File: config.mk
export PLATFORM = sky130hd
export DESIGN_NAME = node_table_oldest_eviction
export DESIGN_NICKNAME = d
export VERILOG_FILES = /design/src/rtl/ntoe_pkg.sv /design/src/rtl/node_table_oldest_eviction.sv /design/src/rtl/ntoe_ram.sv /design/src/rtl/ntoe_ctrl.sv
export SDC_FILE = /design/constraint.sdc
export NUM_CORES = 2
export LEC_CHECK = 0
export BUFFER_PORTS_ARGS = -buffer_cell sky130_fd_sc_hd__buf_2
export CORE_MARGIN = 5
export CORE_UTILIZATION = 35
export CTS_CLUSTER_SIZE = 28
export DETAILED_ROUTE_END_ITERATION = 10
export GPL_ROUTABILITY_DRIVEN = 0
export PLACE_DENSITY = 0.53
export SYNTH_ARGS = -nofsm -noshare
export SYNTH_HDL_FRONTEND = slang
export SYNTH_HIERARCHICAL = 1
export SYNTH_MEMORY_MAX_BITS = 65536
export SYNTH_SLANG_ARGS = --single-unit
File: constraint.sdc
create_clock -name clk -period 16.4 [get_ports clk]
set_clock_uncertainty 0.15 [all_clocks]
set_input_delay 4.92 -clock clk [delete_from_list [all_inputs] [get_ports clk]]
set_output_delay 4.92 -clock clk [all_outputs]
set_load 0.05 [all_outputs]
File: src/rtl/ntoe_pkg.sv
package ntoe_pkg;

    localparam int unsigned CAPACITY_DEF = 32;

    localparam logic [1:0] FN_OBSERVE = 2'd0;
    localparam logic [1:0] FN_NAME    = 2'd1;
    localparam logic [1:0] FN_READ    = 2'd2;
    localparam logic [1:0] FN_SPARE   = 2'd3;

    localparam int FLAG_HOPS_BIT  = 0;
    localparam int FLAG_NAMED_BIT = 1;

    typedef struct packed {
        logic [31:0] id;
        logic [31:0] seen;
        logic [15:0] rssi;
        logic [7:0]  snr;
        logic [31:0] pkts;
        logic [7:0]  hops;
        logic [1:0]  flags;
    } entry_t;

    typedef struct packed {
        logic       added;
        logic       valid_res;
        entry_t     rec;
        logic [5:0] occupancy;
    } res_t;

    typedef enum logic [3:0] {
        ST_IDLE,
        ST_SCAN,
        ST_LK_RD,
        ST_LK_WAIT,
        ST_RK_RD,
        ST_RK_WAIT,
        ST_FINISH
    } state_t;

endpackage

File: src/rtl/node_table_oldest_eviction.sv
// Channel  Handshake             Payload
// in       in_valid / in_ready   func node_id now_time rssi_in snr_in hop_origin
//                                hop_remain name_present rank_index
// out      out_valid / out_ready added valid_res entry_* occupancy
//
// Observe/name: streaming id scan of the table RAM, then one read, one write-back and
// the result. Read by rank: each candidate is read, then ranked by a scan of the
// table, all through the single read port. Reset clears state and count; table RAM
// needs no clearing. Output register holds a result until out_ready; input is still
// accepted while a result waits there, and the next result waits in the controller.
module node_table_oldest_eviction
    import ntoe_pkg::*;
    #(
        parameter int unsigned CAPACITY = CAPACITY_DEF
    )
    (
        input  logic               clk,
        input  logic               rst_n,
        input  logic               in_valid,
        output logic               in_ready,
        input  logic [1:0]         func,
        input  logic [31:0]        node_id,
        input  logic [31:0]        now_time,
        input  logic signed [15:0] rssi_in,
        input  logic signed [7:0]  snr_in,
        input  logic [2:0]         hop_origin,
        input  logic [2:0]         hop_remain,
        input  logic               name_present,
        input  logic [4:0]         rank_index,
        output logic               out_valid,
        input  logic               out_ready,
        output logic               added,
        output logic               valid_res,
        output logic [31:0]        entry_id,
        output logic signed [15:0] entry_rssi,
        output logic signed [7:0]  entry_snr,
        output logic [31:0]        entry_seen,
        output logic [31:0]        entry_packets,
        output logic [7:0]         entry_hops,
        output logic               entry_has_hops,
        output logic               entry_named,
        output logic [5:0]         occupancy
    );

    localparam int unsigned IDX_W = (CAPACITY > 1) ? $clog2(CAPACITY) : 1;
    localparam int unsigned CNT_W = $clog2(CAPACITY + 1);

    logic             ram_re;
    logic             ram_we;
    logic [IDX_W-1:0] ram_raddr;
    logic [IDX_W-1:0] ram_waddr;
    entry_t           ram_rdata;
    entry_t           ram_wdata;

    logic res_valid;
    logic res_take;
    res_t res;

    logic out_valid_reg, out_valid_next;
    res_t out_reg, out_next;

    ntoe_ram
        #(
            .WIDTH  ($bits(entry_t)),
            .DEPTH  (CAPACITY),
            .ADDR_W (IDX_W)
        )
    u_ram
        (
            .clk   (clk),
            .we    (ram_we),
            .waddr (ram_waddr),
            .wdata (ram_wdata),
            .re    (ram_re),
            .raddr (ram_raddr),
            .rdata (ram_rdata)
        );

    ntoe_ctrl
        #(
            .CAPACITY (CAPACITY),
            .IDX_W    (IDX_W),
            .CNT_W    (CNT_W)
        )
    u_ctrl
        (
            .clk          (clk),
            .rst_n        (rst_n),
            .in_valid     (in_valid),
            .in_ready     (in_ready),
            .func         (func),
            .node_id      (node_id),
            .now_time     (now_time),
            .rssi_in      (rssi_in),
            .snr_in       (snr_in),
            .hop_origin   (hop_origin),
            .hop_remain   (hop_remain),
            .name_present (name_present),
            .rank_index   (rank_index),
            .res_valid    (res_valid),
            .res_take     (res_take),
            .res          (res),
            .ram_re       (ram_re),
            .ram_raddr    (ram_raddr),
            .ram_rdata    (ram_rdata),
            .ram_we       (ram_we),
            .ram_waddr    (ram_waddr),
            .ram_wdata    (ram_wdata)
        );

    assign res_take = res_valid && (!out_valid_reg || out_ready);

    always_comb
    begin
        out_next       = out_reg;
        out_valid_next = out_valid_reg;
        if (out_valid_reg && out_ready)
        begin
            out_valid_next = 1'b0;
        end
        if (res_take)
        begin
            out_next       = res;
            out_valid_next = 1'b1;
        end
    end

    always_ff @(posedge clk or negedge rst_n)
    begin
        if (!rst_n)
        begin
            out_valid_reg <= 1'b0;
        end
        else
        begin
            out_valid_reg <= out_valid_next;
        end
    end

    always_ff @(posedge clk)
    begin
        out_reg <= out_next;
    end

    assign out_valid      = out_valid_reg;
    assign added          = out_reg.added;
    assign valid_res      = out_reg.valid_res;
    assign entry_id       = out_reg.rec.id;
    assign entry_rssi     = out_reg.rec.rssi;
    assign entry_snr      = out_reg.rec.snr;
    assign entry_seen     = out_reg.rec.seen;
    assign entry_packets  = out_reg.rec.pkts;
    assign entry_hops     = out_reg.rec.hops;
    assign entry_has_hops = out_reg.rec.flags[FLAG_HOPS_BIT];
    assign entry_named    = out_reg.rec.flags[FLAG_NAMED_BIT];
    assign occupancy      = out_reg.occupancy;

endmodule

File: src/rtl/ntoe_ram.sv
module ntoe_ram
    #(
        parameter int unsigned WIDTH  = 8,
        parameter int unsigned DEPTH  = 32,
        parameter int unsigned ADDR_W = 5
    )
    (
        input  logic              clk,
        input  logic              we,
        input  logic [ADDR_W-1:0] waddr,
        input  logic [WIDTH-1:0]  wdata,
        input  logic              re,
        input  logic [ADDR_W-1:0] raddr,
        output logic [WIDTH-1:0]  rdata
    );

    logic [WIDTH-1:0] mem [DEPTH];
    logic [WIDTH-1:0] rdata_reg;

    always_ff @(posedge clk)
    begin
        if (we)
        begin
            mem[waddr] <= wdata;
        end
        if (re)
        begin
            rdata_reg <= mem[raddr];
        end
    end

    assign rdata = rdata_reg;

endmodule

File: src/rtl/ntoe_ctrl.sv
module ntoe_ctrl
    import ntoe_pkg::*;
    #(
        parameter int unsigned CAPACITY = CAPACITY_DEF,
        parameter int unsigned IDX_W    = 5,
        parameter int unsigned CNT_W    = 6
    )
    (
        input  logic                clk,
        input  logic                rst_n,
        input  logic                in_valid,
        output logic                in_ready,
        input  logic [1:0]          func,
        input  logic [31:0]         node_id,
        input  logic [31:0]         now_time,
        input  logic signed [15:0]  rssi_in,
        input  logic signed [7:0]   snr_in,
        input  logic [2:0]          hop_origin,
        input  logic [2:0]          hop_remain,
        input  logic                name_present,
        input  logic [4:0]          rank_index,
        output logic                res_valid,
        input  logic                res_take,
        output res_t                res,
        output logic                ram_re,
        output logic [IDX_W-1:0]    ram_raddr,
        input  entry_t              ram_rdata,
        output logic                ram_we,
        output logic [IDX_W-1:0]    ram_waddr,
        output entry_t              ram_wdata
    );

    localparam int CMP_W = (CNT_W > 5) ? CNT_W : 5;
    localparam logic [CNT_W-1:0] CAP_CNT = CNT_W'(CAPACITY);

    state_t state_reg, state_next;

    logic [1:0]       func_reg, func_next;
    logic [31:0]      id_reg, id_next;
    logic [31:0]      now_reg, now_next;
    logic [15:0]      rssi_reg, rssi_next;
    logic [7:0]       snr_reg, snr_next;
    logic [2:0]       hstart_reg, hstart_next;
    logic [2:0]       hlimit_reg, hlimit_next;
    logic             named_reg, named_next;
    logic [4:0]       rank_reg, rank_next;

    logic [CNT_W-1:0] used_reg, used_next;
    logic [CNT_W-1:0] scan_addr_reg, scan_addr_next;
    logic             pipe_vld_reg, pipe_vld_next;
    logic [IDX_W-1:0] pipe_idx_reg, pipe_idx_next;
    logic             hit_reg, hit_next;
    logic [IDX_W-1:0] hit_idx_reg, hit_idx_next;
    logic [IDX_W-1:0] vic_idx_reg, vic_idx_next;
    logic [31:0]      vic_seen_reg, vic_seen_next;
    logic [IDX_W-1:0] slot_reg, slot_next;
    logic             new_reg, new_next;
    logic [CNT_W-1:0] cur_i_reg, cur_i_next;
    entry_t           cur_rec_reg, cur_rec_next;
    logic [CNT_W-1:0] ahead_reg, ahead_next;
    logic             added_reg, added_next;
    logic             vres_reg, vres_next;
    entry_t           rec_out_reg, rec_out_next;

    logic             scan_done;
    logic [CNT_W-1:0] cur_i_inc;
    entry_t           mod_rec;

    always_ff @(posedge clk or negedge rst_n)
    begin
        if (!rst_n)
        begin
            state_reg    <= ST_IDLE;
            used_reg     <= '0;
            pipe_vld_reg <= 1'b0;
        end
        else
        begin
            state_reg    <= state_next;
            used_reg     <= used_next;
            pipe_vld_reg <= pipe_vld_next;
        end
    end

    always_ff @(posedge clk)
    begin
        func_reg      <= func_next;
        id_reg        <= id_next;
        now_reg       <= now_next;
        rssi_reg      <= rssi_next;
        snr_reg       <= snr_next;
        hstart_reg    <= hstart_next;
        hlimit_reg    <= hlimit_next;
        named_reg     <= named_next;
        rank_reg      <= rank_next;
        scan_addr_reg <= scan_addr_next;
        pipe_idx_reg  <= pipe_idx_next;
        hit_reg       <= hit_next;
        hit_idx_reg   <= hit_idx_next;
        vic_idx_reg   <= vic_idx_next;
        vic_seen_reg  <= vic_seen_next;
        slot_reg      <= slot_next;
        new_reg       <= new_next;
        cur_i_reg     <= cur_i_next;
        cur_rec_reg   <= cur_rec_next;
        ahead_reg     <= ahead_next;
        added_reg     <= added_next;
        vres_reg      <= vres_next;
        rec_out_reg   <= rec_out_next;
    end

    assign scan_done = (scan_addr_reg >= used_reg) && !pipe_vld_reg;
    assign cur_i_inc = cur_i_reg + CNT_W'(1);

    // read-modify-write of the claimed or found entry
    always_comb
    begin
        if (new_reg)
        begin
            mod_rec    = '0;
            mod_rec.id = id_reg;
        end
        else
        begin
            mod_rec = ram_rdata;
        end
        if (func_reg == FN_OBSERVE)
        begin
            mod_rec.rssi = rssi_reg;
            mod_rec.snr  = snr_reg;
            mod_rec.seen = now_reg;
            mod_rec.pkts = mod_rec.pkts + 32'd1;
            if (hstart_reg != 3'd0)
            begin
                mod_rec.hops                 = {5'd0, hstart_reg} - {5'd0, hlimit_reg};
                mod_rec.flags[FLAG_HOPS_BIT] = 1'b1;
            end
        end
        else
        begin
            if (new_reg)
            begin
                mod_rec.seen = now_reg;
            end
            if (named_reg)
            begin
                mod_rec.flags[FLAG_NAMED_BIT] = 1'b1;
            end
        end
    end

    always_comb
    begin
        state_next     = state_reg;
        func_next      = func_reg;
        id_next        = id_reg;
        now_next       = now_reg;
        rssi_next      = rssi_reg;
        snr_next       = snr_reg;
        hstart_next    = hstart_reg;
        hlimit_next    = hlimit_reg;
        named_next     = named_reg;
        rank_next      = rank_reg;
        used_next      = used_reg;
        scan_addr_next = scan_addr_reg;
        pipe_vld_next  = pipe_vld_reg;
        pipe_idx_next  = pipe_idx_reg;
        hit_next       = hit_reg;
        hit_idx_next   = hit_idx_reg;
        vic_idx_next   = vic_idx_reg;
        vic_seen_next  = vic_seen_reg;
        slot_next      = slot_reg;
        new_next       = new_reg;
        cur_i_next     = cur_i_reg;
        cur_rec_next   = cur_rec_reg;
        ahead_next     = ahead_reg;
        added_next     = added_reg;
        vres_next      = vres_reg;
        rec_out_next   = rec_out_reg;

        in_ready  = 1'b0;
        res_valid = 1'b0;
        ram_re    = 1'b0;
        ram_raddr = '0;
        ram_we    = 1'b0;
        ram_waddr = slot_reg;
        ram_wdata = mod_rec;

        case (state_reg)
            ST_IDLE:
            begin
                in_ready = 1'b1;
                if (in_valid)
                begin
                    func_next      = func;
                    id_next        = node_id;
                    now_next       = now_time;
                    rssi_next      = rssi_in;
                    snr_next       = snr_in;
                    hstart_next    = hop_origin;
                    hlimit_next    = hop_remain;
                    named_next     = name_present;
                    rank_next      = rank_index;
                    added_next     = 1'b0;
                    vres_next      = 1'b0;
                    rec_out_next   = '0;
                    scan_addr_next = '0;
                    pipe_vld_next  = 1'b0;
                    hit_next       = 1'b0;
                    cur_i_next     = '0;
                    if ((func == FN_OBSERVE || func == FN_NAME) && node_id != 32'd0)
                    begin
                        state_next = ST_SCAN;
                    end
                    else if (func == FN_READ && CMP_W'(rank_index) < CMP_W'(used_reg))
                    begin
                        state_next = ST_RK_RD;
                    end
                    else
                    begin
                        state_next = ST_FINISH;
                    end
                end
            end

            ST_SCAN:
            begin
                if (scan_addr_reg < used_reg)
                begin
                    ram_re         = 1'b1;
                    ram_raddr      = scan_addr_reg[IDX_W-1:0];
                    scan_addr_next = scan_addr_reg + CNT_W'(1);
                    pipe_vld_next  = 1'b1;
                    pipe_idx_next  = scan_addr_reg[IDX_W-1:0];
                end
                else
                begin
                    pipe_vld_next = 1'b0;
                end
                if (pipe_vld_reg)
                begin
                    if (func_reg == FN_READ)
                    begin
                        if ((CNT_W'(pipe_idx_reg) != cur_i_reg) &&
                            ((ram_rdata.seen > cur_rec_reg.seen) ||
                             (ram_rdata.seen == cur_rec_reg.seen &&
                              CNT_W'(pipe_idx_reg) < cur_i_reg)))
                        begin
                            ahead_next = ahead_reg + CNT_W'(1);
                        end
                    end
                    else
                    begin
                        if (!hit_reg && ram_rdata.id == id_reg)
                        begin
                            hit_next     = 1'b1;
                            hit_idx_next = pipe_idx_reg;
                        end
                        if (pipe_idx_reg == '0 || ram_rdata.seen < vic_seen_reg)
                        begin
                            vic_idx_next  = pipe_idx_reg;
                            vic_seen_next = ram_rdata.seen;
                        end
                    end
                end
                if (scan_done)
                begin
                    if (func_reg == FN_READ)
                    begin
                        if (CMP_W'(ahead_reg) == CMP_W'(rank_reg))
                        begin
                            vres_next    = 1'b1;
                            rec_out_next = cur_rec_reg;
                            state_next   = ST_FINISH;
                        end
                        else if (cur_i_inc >= used_reg)
                        begin
                            state_next = ST_FINISH;
                        end
                        else
                        begin
                            cur_i_next = cur_i_inc;
                            state_next = ST_RK_RD;
                        end
                    end
                    else
                    begin
                        state_next = ST_LK_RD;
                    end
                end
            end

            ST_LK_RD:
            begin
                new_next = !hit_reg;
                if (hit_reg)
                begin
                    slot_next = hit_idx_reg;
                end
                else if (used_reg < CAP_CNT)
                begin
                    slot_next = used_reg[IDX_W-1:0];
                    used_next = used_reg + CNT_W'(1);
                end
                else
                begin
                    slot_next = vic_idx_reg;
                end
                ram_re     = 1'b1;
                ram_raddr  = slot_next;
                state_next = ST_LK_WAIT;
            end

            ST_LK_WAIT:
            begin
                ram_we     = 1'b1;
                added_next = new_reg && (func_reg == FN_OBSERVE);
                state_next = ST_FINISH;
            end

            ST_RK_RD:
            begin
                ram_re     = 1'b1;
                ram_raddr  = cur_i_reg[IDX_W-1:0];
                state_next = ST_RK_WAIT;
            end

            ST_RK_WAIT:
            begin
                cur_rec_next   = ram_rdata;
                scan_addr_next = '0;
                pipe_vld_next  = 1'b0;
                ahead_next     = '0;
                state_next     = ST_SCAN;
            end

            ST_FINISH:
            begin
                res_valid = 1'b1;
                if (res_take)
                begin
                    state_next = ST_IDLE;
                end
            end

            default:
            begin
                state_next = ST_IDLE;
            end
        endcase
    end

    always_comb
    begin
        res.added     = added_reg;
        res.valid_res = vres_reg;
        res.rec       = rec_out_reg;
        res.occupancy = 6'(used_reg);
    end

    a_used_bound: assert property (@(posedge clk) disable iff (!rst_n)
        used_reg <= CAP_CNT)
        else $error("occupancy above capacity");

    a_port_excl: assert property (@(posedge clk) disable iff (!rst_n)
        !(ram_re && ram_we))
        else $error("read and write in one cycle");

    a_wait_after_rd: assert property (@(posedge clk) disable iff (!rst_n)
        (state_reg == ST_LK_WAIT) |-> $past(state_reg == ST_LK_RD))
        else $error("write-back without preceding read");

    a_vres_read: assert property (@(posedge clk) disable iff (!rst_n)
        (state_reg == ST_FINISH && vres_reg) |-> (func_reg == FN_READ))
        else $error("entry returned for non-read transaction");

endmodule

==> summary.md <==
| Metric | Value |
|---|---|
| Status | finished, final reports clean |
| Worst r2r src | u_ctrl/state_reg[1]$_DFFE_PN0P_ |
| Finished Cell Area | 210000 um^2 |
| Tmin final | 7.77 ns |
| Worst hold stages | 0 |
| Path depth of the worst reg2reg path | 10 |
| R2R Path End | u_ram/rdata[0]$_DFFE_PP_ |
| Worst-path clk slew | 0.06 ns |
| Post-Syn Area per Cell | 22.6 um^2 |
| Crit-path slowest cell | dfrtp_4 |
| Area grow syn2layout | 14.6% |
| Starting Density | 35.1% |
| Worst-margin pin slew | 1.31 ns |
| Die height | 733 um |
| Row cnt | 265 |
| Max H-tree Level | 6 |
| Setup Crit Path Kind | reg -> out |
| Area post-placement | 193000 um^2 |
| Setup TNS | 0 ns |
| Flop2flop setup slack | 9.27 ns |
| CTS resizes | 0 |
| Drc violations | 0 |
| Synth Flop Type | edfxtp_1 |
| Cell count after synthesis | 8101 |
| Boundary pin count | 246 |
| Overall power | 36.6 mW |
| Max stage delay on crit path | 0.72 ns |
| Max VDD drop | 0.251 mV |
| Sw Share | 30.3% |
| Post-Route WL | 528000 um |
| Wire length per cell | 32.9 um |
| Final Max Tran Viols | 0 |
| Filler Cells Inserted | 45600 |
| Share of layout cells above drive strength 1 | 25.8% |
| Synthesized area | 183000 um^2 |
| Top reg by flops | u_ram/mem |
| Cts hold-fix bufs | 0 |
| Die W | 733 um |
| Clock power share | 31.0% |
| Sequential area share after synthesis | 79.9% |
| Synth cell types | 66 |
| Async set or reset register ratio after synthesis | 0.226% |
| Cts bufs inserted | 523 |
| Psw | 11.1 mW |
| Worst skew pair latency | 1.05 ns |
| Relative slew margins | 12.7% |
| Core Area | 521000 um^2 |
| Startpoint Class | register |
| CTS Root Cell | clkbuf_16 |
| Vias in the first global route | 90800 |
| Most common cell after layout, fill and taps aside | edfxtp_1 |
| Inst Count DP | 15100 |
| Critical Path RT | 11.33 ns |
| Min-Delay Startpoint | u_ctrl/res[125]$_SDFFCE_PN0P_ |
| Initial antenna violation count | 17 |
| Max clock buf depth | 4 |
| Pwr/cell area | 174 nW/um^2 |
| Crit-path cells | nor3_1 > buf_2 |
| GR Util All Layers | 19.1% |
| Vias per cell | 5.60 |
| Comb power frac | 23.7% |
| Number of synthesized register bits | 4875 |
| Fin crit share | 47.4% |
| Initial drt markers | 10000 |
| Via Count | 90000 |
| Drt first pass iters | 7 |
| Overflow after GRT | 0 |
| Postcts setup bufs | 0 |
| Ys Warns | 6 |
| Die area | 538000 um^2 |
| DP HPWL | 262000 um |
| # nets final | 8902 |
| Unrepaired setup endpoints after global routing | false |
| WHS Endpoint | entry_id[21]$_DFFE_PP_ |
| Part of the power in registers | 45.2% |
| Most frequent cells in the layout | edfxtp_1, mux4_2, clkbuf_16 |
| Max-cap violations | 0 |
| Fmax achieved | 129 MHz |
| WP data arrival | 2.70 ns |
| Internal | 25.5 mW |
| Largest net degree at the start of global routing | 115 |
| Hold Crit Class | reg -> reg |
| Worst setup EP type | output pin |
| CP Max Fanout | 53 |
| Non-filler instance count after layout | 16100 |
| Final hold violations | 0 |
| First-pass GRT wire length | 731000 um |
| Leak Pwr | 64.6 nW |
| CTS tree | yes |
| Clock Sink Count | 4875 |
| DRT antenna net count | 0 |
| Syn_nets | 8300 |
| Number of flops mapped to enable cells by yosys | 4864 |
| Number of port buffers | 245 |
| # setup viols final | 0 |
| Largest register FFs | 4160 |
-- power groups by stage --
stage                     registers, mW  clock network (mW)  logic (mW)
after detailed placement           16.8                   0        8.76
after global placement             16.8                   0        8.58
after global routing               16.6                12.1        9.29
final                              16.6                11.4        8.69
after floorplan                    16.7                   0        5.94
after CTS                          16.6                11.6        8.78
-- synthesized netlist by cell type, types with 3 or more instances --
| cell | instances | area, um^2 |
|---|---|---|
| o21bai_1 | 3 | 22.5 |
| or4_1 | 4 | 30.0 |
| o21a_1 | 3 | 22.5 |
| buf_6 | 47 | 529 |
| a222oi_1 | 5 | 50.1 |
| nor4_4 | 3 | 63.8 |
| a2111oi_0 | 3 | 26.3 |
| a221oi_1 | 3 | 26.3 |
| nand3b_1 | 7 | 52.6 |
| and2_1 | 8 | 50.1 |
| and3_1 | 107 | 669 |
| ha_1 | 92 | 1150 |
| buf_1 | 22 | 82.6 |
| or3b_2 | 4 | 35.0 |
| or3_1 | 13 | 81.3 |
| a211oi_1 | 5 | 37.5 |
| a22oi_1 | 103 | 773 |
| nand2_1 | 93 | 349 |
| buf_2 | 118 | 591 |
| nor4_2 | 4 | 50.1 |
| nand2b_1 | 14 | 87.6 |
| o22ai_1 | 455 | 2850 |
| edfxtp_1 | 4864 | 146000 |
| mux2i_1 | 141 | 1410 |
| o21ai_0 | 64 | 320 |
| nor4_1 | 125 | 782 |
| xor2_1 | 20 | 175 |
| nor2b_1 | 16 | 100 |
| clkbuf_4 | 11 | 82.6 |
| buf_8 | 3 | 45.0 |
| nand4_1 | 50 | 313 |
| a21oi_1 | 41 | 205 |
| xnor2_1 | 55 | 482 |
| a21o_1 | 16 | 120 |
| dfrtp_1 | 11 | 275 |
| nand3_1 | 59 | 295 |
| mux2_2 | 63 | 709 |
| nor3_1 | 12 | 60.1 |
| nor2_1 | 112 | 420 |
| clkbuf_1 | 158 | 593 |
| inv_1 | 101 | 379 |
| mux4_2 | 972 | 21900 |
| buf_4 | 60 | 450 |
-- logic make-up (layout without fill, tap and decap cells) --
group | count (synthesis) | in the layout | synth area share, %
simple gates | 649 | 649 | 1.96
compound gates | 712 | 712 | 2.48
other cells | 0 | 9 | 0
buf+inv | 521 | 1536 | 1.51
flops | 4875 | 4875 | 79.9
mux | 1176 | 1176 | 13.1
fa+ha+maj | 93 | 93 | 0.640
xor+xnor | 75 | 75 | 0.359
-- worst max path at each step --
stage | endpoint | from | cells after the start | slack [ns]
floorplan | u_ctrl/res[100]$_SDFFCE_PN0P_ | in_valid | 3 | 1.54
global placement | u_ctrl/state_reg[0]$_DFFE_PN0P_ | node_id[25] | 7 | 8.05
detailed placement | u_ctrl/state_reg[0]$_DFFE_PN0P_ | node_id[25] | 7 | 8.18
CTS | in_ready | u_ctrl/state_reg[0]$_DFFE_PN0P_ | 2 | 8.53
global route | in_ready | u_ctrl/state_reg[0]$_DFFE_PN0P_ | 2 | 8.52
finish | in_ready | u_ctrl/state_reg[0]$_DFFE_PN0P_ | 2 | 8.63
-- worst max-delay path: cells and delay by family, from the launching register on --
kind | cells | cell delay (ns)
buffers and inverters | 1 | 0.39
flip-flops | 1 | 0.72
AND/OR/NAND/NOR | 1 | 0.52
-- cell type report --
cell class                 count  area (um^2)  area share (%)
timing repair buffer         496         3490            1.66
antenna                        9         22.5          0.0107
clock buffer                 642        13800            6.56
tap                         6942         8690            4.14
inverter                     102          403           0.192
clock inverter               296         2730            1.30
sequential                  4875       146000            69.7
multi-input combinational   2705        34400            16.4
-- through the flow --
step                      setup WS (ns)  utilization (%)  hold slack (ns)
after floorplan                    1.54                -            0.250
after global placement             8.05             37.1            0.252
after detailed placement           8.18             37.1            0.255
after CTS                          8.53             40.3            0.212
after global routing               8.52             40.3            0.226
final                              8.63             40.3            0.223
-- per-layer routing --
layer  vias to the layer above  global-route usage, %  wire (um)
li1                      35700                      -          -
met1                     49800                   26.9     223000
met2                      3734                   31.6     257000
met3                       738                   2.77      36100
met4                         0                   4.57      12900
met5                         -                      0          0
Note: power is estimated with default switching activity, not from simulation.
